## src/lmsc_pkg.sv

```systemverilog
// Types and constants used by the LED matrix scan controller.
package lmsc_pkg;

    localparam logic [1:0] OP_WRITE = 2'd0;
    localparam logic [1:0] OP_SWAP  = 2'd1;
    localparam logic [1:0] OP_TICK  = 2'd2;

    localparam int RED_POS   = 0;
    localparam int GREEN_POS = 1;
    localparam int BLUE_POS  = 2;

    localparam logic [15:0] HOLD_TICKS_RESET = 16'd200;

    typedef enum logic [5:0] {
        PH_SETUP    = 6'b000001,
        PH_CLK_LOW  = 6'b000010,
        PH_CLK_HIGH = 6'b000100,
        PH_LAT_LOW  = 6'b001000,
        PH_LAT_HIGH = 6'b010000,
        PH_HOLD     = 6'b100000
    } lmsc_phase_t;

    typedef struct packed {
        logic [2:0] addr;
        logic       shift_clk;
        logic       lat;
        logic       blank;
        logic       load;
    } lmsc_pins_t;

endpackage

```

## src/lmsc_ram.sv

```systemverilog
// Generic single-port-write, single-port-read RAM with registered read data.
module lmsc_ram #(
    parameter int WIDTH = 3,
    parameter int DEPTH = 512
) (
    input  logic                     clk,
    input  logic                     wr_en,
    input  logic [$clog2(DEPTH)-1:0] wr_addr,
    input  logic [WIDTH-1:0]         wr_data,
    input  logic                     rd_en,
    input  logic [$clog2(DEPTH)-1:0] rd_addr,
    output logic [WIDTH-1:0]         rd_data
);

    logic [WIDTH-1:0] mem [DEPTH];
    logic [WIDTH-1:0] rd_data_reg;

    always_ff @(posedge clk)
    begin
        if (wr_en)
        begin
            mem[wr_addr] <= wr_data;
        end
        if (rd_en)
        begin
            rd_data_reg <= mem[rd_addr];
        end
    end

    assign rd_data = rd_data_reg;

endmodule

```

## src/led_matrix_scan_controller.sv

```systemverilog
// LED matrix scan controller: double-buffered frame store and panel pin sequencer.
// Each item yields one beat via the b and output registers; one per cycle unless stalled.
// Clock-low ticks read the top and bottom frame RAMs; output registers drive the pins.
// After reset a clearing pass zeroes the frame RAMs, during which in_stall is high;
// configuration writes are taken at any time.
module led_matrix_scan_controller #(
    parameter int COLUMNS      = 32,
    parameter int ROW_PAIRS    = 8,
    parameter int BUFFER_COUNT = 2
) (
    input  logic                                   clk,
    input  logic                                   rst_n,
    input  logic                                   cfg_valid,
    output logic                                   cfg_ready,
    input  logic [15:0]                            cfg_data,
    input  logic                                   in_valid,
    output logic                                   in_stall,
    input  logic [1:0]                             op,
    input  logic [$clog2(2*ROW_PAIRS*COLUMNS)-1:0] pixel_index,
    input  logic [7:0]                             red,
    input  logic [7:0]                             green,
    input  logic [7:0]                             blue,
    output logic                                   out_valid,
    input  logic                                   out_stall,
    output logic [2:0]                             row_address,
    output logic                                   red_top,
    output logic                                   green_top,
    output logic                                   blue_top,
    output logic                                   red_bottom,
    output logic                                   green_bottom,
    output logic                                   blue_bottom,
    output logic                                   shift_clock,
    output logic                                   latch,
    output logic                                   blank
);

    localparam int HALF_PIXELS  = COLUMNS * ROW_PAIRS;
    localparam int FRAME_PIXELS = 2 * HALF_PIXELS;
    localparam int DEPTH        = BUFFER_COUNT * HALF_PIXELS;
    localparam int AW           = $clog2(DEPTH);
    localparam int PIX_W        = $clog2(FRAME_PIXELS);
    localparam int ROW_W        = $clog2(ROW_PAIRS);
    localparam int COL_W        = $clog2(COLUMNS);
    localparam int FS_W         = $clog2(BUFFER_COUNT);

    logic                     clr_active_reg;
    logic [AW-1:0]            clr_addr_reg;
    logic [15:0]              hold_ticks_reg;
    logic [FS_W-1:0]          front_reg, front_next;
    lmsc_pkg::lmsc_phase_t    phase_reg, phase_next;
    logic [ROW_W-1:0]         row_reg, row_next;
    logic [COL_W-1:0]         col_reg, col_next;
    logic [15:0]              hold_reg, hold_next;
    logic [2:0]               addr_reg, addr_next;
    logic                     clk_pin_reg, clk_pin_next;
    logic                     lat_reg, lat_next;
    logic                     blank_reg, blank_next;
    logic                     b_valid_reg;
    lmsc_pkg::lmsc_pins_t     b_pins_reg, b_pins_next;
    logic [2:0]               top_reg, bottom_reg;
    logic                     out_valid_reg;
    logic [2:0]               out_addr_reg;
    logic [2:0]               out_top_reg, out_bottom_reg;
    logic                     out_clk_reg, out_lat_reg, out_blank_reg;

    logic                     accept;
    logic                     b_adv;
    logic                     is_write, is_tick, in_range, wr_bottom;
    logic [2:0]               color;
    logic [FS_W-1:0]          back_sel;
    logic [PIX_W-1:0]         local_idx;
    logic [AW-1:0]            wr_addr_item, rd_addr;
    logic                     rd_en;
    logic                     top_wr_en, bottom_wr_en;
    logic [AW-1:0]            wr_addr;
    logic [2:0]               wr_data;
    logic [2:0]               top_rd, bottom_rd;
    logic [15:0]              hold_dec;
    logic [2:0]               top_now, bottom_now;

    assign cfg_ready = 1'b1;
    assign b_adv     = !out_valid_reg || !out_stall;
    assign in_stall  = clr_active_reg || (b_valid_reg && !b_adv);
    assign accept    = in_valid && !in_stall;

    assign is_write = accept && (op == lmsc_pkg::OP_WRITE);
    assign is_tick  = accept && (op == lmsc_pkg::OP_TICK);
    assign in_range = {1'b0, pixel_index} < (PIX_W + 1)'(FRAME_PIXELS);
    assign wr_bottom = {1'b0, pixel_index} >= (PIX_W + 1)'(HALF_PIXELS);
    assign local_idx = wr_bottom ? pixel_index - PIX_W'(HALF_PIXELS) : pixel_index;
    assign back_sel  = (front_reg == FS_W'(BUFFER_COUNT - 1)) ? '0 : front_reg + 1'b1;

    always_comb
    begin
        color = '0;
        color[lmsc_pkg::RED_POS]   = (red != 8'd0);
        color[lmsc_pkg::GREEN_POS] = (green != 8'd0);
        color[lmsc_pkg::BLUE_POS]  = (blue != 8'd0);
    end

    assign wr_addr_item = AW'(back_sel) * AW'(HALF_PIXELS) + AW'(local_idx);
    assign rd_addr      = AW'(front_reg) * AW'(HALF_PIXELS)
                        + AW'(row_reg) * AW'(COLUMNS) + AW'(col_reg);
    assign rd_en        = is_tick && (phase_reg == lmsc_pkg::PH_CLK_LOW);

    assign top_wr_en    = clr_active_reg || (is_write && in_range && !wr_bottom);
    assign bottom_wr_en = clr_active_reg || (is_write && in_range && wr_bottom);
    assign wr_addr      = clr_active_reg ? clr_addr_reg : wr_addr_item;
    assign wr_data      = clr_active_reg ? 3'b000 : color;

    lmsc_ram #(
        .WIDTH (3),
        .DEPTH (DEPTH)
    ) u_top_ram (
        .clk     (clk),
        .wr_en   (top_wr_en),
        .wr_addr (wr_addr),
        .wr_data (wr_data),
        .rd_en   (rd_en),
        .rd_addr (rd_addr),
        .rd_data (top_rd)
    );

    lmsc_ram #(
        .WIDTH (3),
        .DEPTH (DEPTH)
    ) u_bottom_ram (
        .clk     (clk),
        .wr_en   (bottom_wr_en),
        .wr_addr (wr_addr),
        .wr_data (wr_data),
        .rd_en   (rd_en),
        .rd_addr (rd_addr),
        .rd_data (bottom_rd)
    );

    assign hold_dec = (hold_reg != 16'd0) ? hold_reg - 16'd1 : 16'd0;

    always_comb
    begin
        front_next   = front_reg;
        phase_next   = phase_reg;
        row_next     = row_reg;
        col_next     = col_reg;
        hold_next    = hold_reg;
        addr_next    = addr_reg;
        clk_pin_next = clk_pin_reg;
        lat_next     = lat_reg;
        blank_next   = blank_reg;
        if (accept && (op == lmsc_pkg::OP_SWAP))
        begin
            front_next = back_sel;
        end
        if (is_tick)
        begin
            case (phase_reg)
                lmsc_pkg::PH_SETUP:
                begin
                    addr_next  = 3'(row_reg);
                    blank_next = 1'b1;
                    col_next   = '0;
                    phase_next = lmsc_pkg::PH_CLK_LOW;
                end
                lmsc_pkg::PH_CLK_LOW:
                begin
                    clk_pin_next = 1'b0;
                    phase_next   = lmsc_pkg::PH_CLK_HIGH;
                end
                lmsc_pkg::PH_CLK_HIGH:
                begin
                    clk_pin_next = 1'b1;
                    if (col_reg == COL_W'(COLUMNS - 1))
                    begin
                        col_next   = '0;
                        phase_next = lmsc_pkg::PH_LAT_LOW;
                    end
                    else
                    begin
                        col_next   = col_reg + 1'b1;
                        phase_next = lmsc_pkg::PH_CLK_LOW;
                    end
                end
                lmsc_pkg::PH_LAT_LOW:
                begin
                    lat_next   = 1'b0;
                    phase_next = lmsc_pkg::PH_LAT_HIGH;
                end
                lmsc_pkg::PH_LAT_HIGH:
                begin
                    lat_next   = 1'b1;
                    blank_next = 1'b0;
                    hold_next  = hold_ticks_reg;
                    if (hold_ticks_reg == 16'd0)
                    begin
                        row_next   = (row_reg == ROW_W'(ROW_PAIRS - 1)) ? '0 : row_reg + 1'b1;
                        phase_next = lmsc_pkg::PH_SETUP;
                    end
                    else
                    begin
                        phase_next = lmsc_pkg::PH_HOLD;
                    end
                end
                lmsc_pkg::PH_HOLD:
                begin
                    hold_next = hold_dec;
                    if (hold_dec == 16'd0)
                    begin
                        row_next   = (row_reg == ROW_W'(ROW_PAIRS - 1)) ? '0 : row_reg + 1'b1;
                        phase_next = lmsc_pkg::PH_SETUP;
                    end
                end
                default:
                begin
                    phase_next = lmsc_pkg::PH_SETUP;
                end
            endcase
        end
    end

    always_comb
    begin
        b_pins_next.addr      = addr_next;
        b_pins_next.shift_clk = clk_pin_next;
        b_pins_next.lat       = lat_next;
        b_pins_next.blank     = blank_next;
        b_pins_next.load      = rd_en;
    end

    assign top_now    = b_pins_reg.load ? top_rd : top_reg;
    assign bottom_now = b_pins_reg.load ? bottom_rd : bottom_reg;

    always_ff @(posedge clk or negedge rst_n)
    begin
        if (!rst_n)
        begin
            clr_active_reg <= 1'b1;
            clr_addr_reg   <= '0;
            hold_ticks_reg <= lmsc_pkg::HOLD_TICKS_RESET;
            front_reg      <= '0;
            phase_reg      <= lmsc_pkg::PH_SETUP;
            row_reg        <= '0;
            col_reg        <= '0;
            hold_reg       <= '0;
            addr_reg       <= '0;
            clk_pin_reg    <= 1'b0;
            lat_reg        <= 1'b1;
            blank_reg      <= 1'b1;
            b_valid_reg    <= 1'b0;
            top_reg        <= '0;
            bottom_reg     <= '0;
            out_valid_reg  <= 1'b0;
        end
        else
        begin
            if (clr_active_reg)
            begin
                clr_addr_reg <= clr_addr_reg + 1'b1;
                if (clr_addr_reg == AW'(DEPTH - 1))
                begin
                    clr_active_reg <= 1'b0;
                end
            end
            if (cfg_valid && cfg_ready)
            begin
                hold_ticks_reg <= cfg_data;
            end
            front_reg   <= front_next;
            phase_reg   <= phase_next;
            row_reg     <= row_next;
            col_reg     <= col_next;
            hold_reg    <= hold_next;
            addr_reg    <= addr_next;
            clk_pin_reg <= clk_pin_next;
            lat_reg     <= lat_next;
            blank_reg   <= blank_next;
            if (accept)
            begin
                b_valid_reg <= 1'b1;
            end
            else if (b_adv)
            begin
                b_valid_reg <= 1'b0;
            end
            if (b_valid_reg && b_adv)
            begin
                top_reg       <= top_now;
                bottom_reg    <= bottom_now;
                out_valid_reg <= 1'b1;
            end
            else if (!out_stall)
            begin
                out_valid_reg <= 1'b0;
            end
        end
    end

    always_ff @(posedge clk)
    begin
        if (accept)
        begin
            b_pins_reg <= b_pins_next;
        end
        if (b_valid_reg && b_adv)
        begin
            out_addr_reg   <= b_pins_reg.addr;
            out_top_reg    <= top_now;
            out_bottom_reg <= bottom_now;
            out_clk_reg    <= b_pins_reg.shift_clk;
            out_lat_reg    <= b_pins_reg.lat;
            out_blank_reg  <= b_pins_reg.blank;
        end
    end

    assign out_valid    = out_valid_reg;
    assign row_address  = out_addr_reg;
    assign red_top      = out_top_reg[lmsc_pkg::RED_POS];
    assign green_top    = out_top_reg[lmsc_pkg::GREEN_POS];
    assign blue_top     = out_top_reg[lmsc_pkg::BLUE_POS];
    assign red_bottom   = out_bottom_reg[lmsc_pkg::RED_POS];
    assign green_bottom = out_bottom_reg[lmsc_pkg::GREEN_POS];
    assign blue_bottom  = out_bottom_reg[lmsc_pkg::BLUE_POS];
    assign shift_clock  = out_clk_reg;
    assign latch        = out_lat_reg;
    assign blank        = out_blank_reg;

endmodule

```

## config.mk

```make
export PLATFORM = sky130hd
export DESIGN_NAME = led_matrix_scan_controller
export DESIGN_NICKNAME = d
export VERILOG_FILES = /design/src/lmsc_pkg.sv /design/src/lmsc_ram.sv /design/src/led_matrix_scan_controller.sv
export SDC_FILE = /design/constraint.sdc
export NUM_CORES = 2
export LEC_CHECK = 0
export BUFFER_PORTS_ARGS = -buffer_cell sky130_fd_sc_hd__buf_2
export CORE_ASPECT_RATIO = 0.5
export CORE_MARGIN = 3
export CORE_UTILIZATION = 44
export CTS_BUF_LIST = sky130_fd_sc_hd__clkbuf_16
export CTS_CLUSTER_DIAMETER = 150
export DETAILED_ROUTE_END_ITERATION = 8
export GPL_ROUTABILITY_DRIVEN = 0
export SYNTH_ARGS = -nofsm -noshare
export SYNTH_HDL_FRONTEND = slang
export SYNTH_SLANG_ARGS = --single-unit
```

## constraint.sdc

```tcl
create_clock -name clk -period 32.9 [get_ports clk]
set_clock_uncertainty 0.05 [all_clocks]
set_input_delay 6.58 -clock clk [delete_from_list [all_inputs] [get_ports clk]]
set_output_delay 6.58 -clock clk [all_outputs]
set_load 0.02 [all_outputs]
```

==> impl_metrics.tcl <==
set metrics [dict create \
    routed_via_density 6.15 \
    nFillCells 23900 \
    grt_usage_pct 23.9 \
    root_buffer "clkbuf_16" \
    p_leak_nw 49.9 \
    ys_warn_count 0 \
    pin_count 71 \
    critPathMaxFanout 4 \
    route.detailed.drc 0 \
    grt_setup_unrepaired "no" \
    slew_headroom_pct 6.49 \
    layout_setup_ws_ns 19.13 \
    fp.dieH_um 388 \
    numCtsBuffers 296 \
    reg2reg_to "u_top_ram.rd_data[2]" \
    place_ws_ns 19.11 \
    hpwl_um 214000 \
    synth_async_sr_flop_share_pct 2.24 \
    syn_area_um2 128000 \
    largestRegisters "u_bottom_ram.mem (1536), u_top_ram.mem (1536)" \
    ys_seq_area_share_pct 73.8 \
    drive_gt1_share_pct 17.0 \
    nNetsFinal 7477 \
    dr.pass1.iters 6 \
    tritoncts "yes" \
    fin_util_pct 49.1 \
    power.density_nw_per_um2 56.7 \
    worstMarginPinSlew_ns 1.39 \
    syn_area_per_cell_um2 17.4 \
    synth_area_leader_cell "edfxtp_1" \
    synthFlopType "edfxtp_1" \
    finalCriticalPeriod_ns 13.77 \
    ys_ff_latch 3168 \
    setup_violations 0 \
    startpoint_type "input pin" \
    h-tree-depth 5 \
    grt_max_degree 236 \
    endpoint_kind "output pin" \
    irDropWorstVdd_v 0.0000381 \
    finalMaxSlewViolations 0 \
    post_cts_buffers 0 \
    wirelength_um 364000 \
    critPathKind "input pin to output pin" \
    ctsResizeCount 0 \
    critPathCapture "in_stall" \
    synth_edf_count 3097 \
    synth_most_common_cell "edfxtp_1" \
    reg2reg_from "col_reg[0]" \
    synth_top_area_share_pct 72.5 \
    syn_inst 7382 \
    critPathArrivalTime_ns 7.14 \
    yosys-top-cells-count "3097 x edfxtp_1, 1176 x nor2_1, 594 x mux2i_1" \
    hp-class "flop to flop" \
    antenna_found_initial 27 \
    reg2reg_depth 10 \
    crit_path_start "out_stall" \
    grt_pass1_vias 69400 \
    cap_viol_max_count 0 \
    grt-ovfl-total 0 \
    post-route-period-util_pct 41.9 \
    fmax_mhz 72.6 \
    dieArea_um2 299000 \
    grt_pass1_wl_um 516000 \
    setup_tns_ns 0 \
    core_area_um2 289000 \
    status "finished, final reports clean" \
    yosys-top-cells-area "edfxtp_1 72%, mux4_2 8.7%, mux2i_1 4.6%" \
    vias 70800 \
    hold_buffers 0 \
    clock_latency_ns 0.85 \
    required_ns 26.27 \
    yosys.cell_types.count 86 \
    rows 139 \
    syn_nets 7445 \
    start_util_pct 44.5 \
    clock_path_buffers 4 \
    drtIter0Drc 10200 \
    reg2reg_setup_slack_ns 26.06 \
    ant_nets 0 \
    finalHoldViolCount 0 \
    area_growth_syn_to_layout_pct 10.4 \
    clk_pin_slew_worst_paths_ns 0.06 \
    cts.sinks 3168 \
    routedWlPerCell_um 31.6 \
    io_buffers 69 \
    die_w_um 770 \
]
[kinds of logic after synthesis]
kind of cell | synth area share (%)
xor gates and xnor gates | 0.123
other | 0.00292
AOI/OAI and AO/OA | 4.38
muxes | 13.7
adders and majority gates | 0.0682
DFF | 73.8
and+or+nand+nor | 5.43
buffers and inverters | 2.47
[layout by cell type, fill, tap and decap left out, types with 43 or more instances in the layout]
cell,instances
dfrtp_1,57
buf_4,193
nand2_1,175
inv_1,88
edfxtp_1,3097
mux2_2,43
nor2_1,1175
clkbuf_16,305
clkinv_1,66
buf_2,68
mux2i_1,594
o221ai_1,199
mux4_2,493
o22ai_1,143
o21ai_0,91
a21oi_1,166
nor3_1,69
[where the power goes]
part | switching, mW | total [mW] | internal, mW
registers | 0.0278 | 4.42 | 4.39
logic | 0.225 | 0.331 | 0.106
clock network | 1.48 | 3.29 | 1.81
total | 1.73 | 8.04 | 6.31
[worst max-delay path: stages]
cell	delay, ns
buf_2	0.12
a31oi_1	0.21
inv_1	0.07
buf_2	0.16
[per-layer routing]
metal  global-route usage, %  vias up  share of wire, %
li1                        -    29400                 -
met4                    5.84        8               2.6
met1                    35.0    37100                41
met5                       0        -             0.015
met3                    6.01      513                11
met2                    36.2     3814                45
[worst min-delay path by stage]
stage                        from        endpoint  cells after the start
floorplan           b_pins_reg[1]           blank                      0
global placement    b_pins_reg[1]           blank                      0
detailed placement  b_pins_reg[6]  row_address[2]                      0
CTS                 b_pins_reg[6]  row_address[2]                      0
global route        b_pins_reg[6]  row_address[2]                      0
finish              b_pins_reg[6]  row_address[2]                      0
[layout make-up]
type	count	area, µm²	share of cell area [%]
multi-input cells	3646	30800	21.7
inverters	25	106	0.0750
diodes	10	25.0	0.0177
clock inverters	213	1410	0.997
well taps	3877	4850	3.42
clock buffers	305	7630	5.38
flip-flops and latches	3168	94800	66.9
repair buffers	277	2110	1.49
[per-stage QoR]
step	area (µm²)	instances	power (mW)	hold slack, ns
floorplan	128000	7382	4.70	0.350
detailed placement	133000	11000	4.83	0.358
global placement	133000	11000	4.83	0.353
CTS	142000	11500	8.07	0.374
finish	142000	11500	8.04	0.371
global route	142000	11500	8.26	0.374
(Power assumes the default switching activity.)
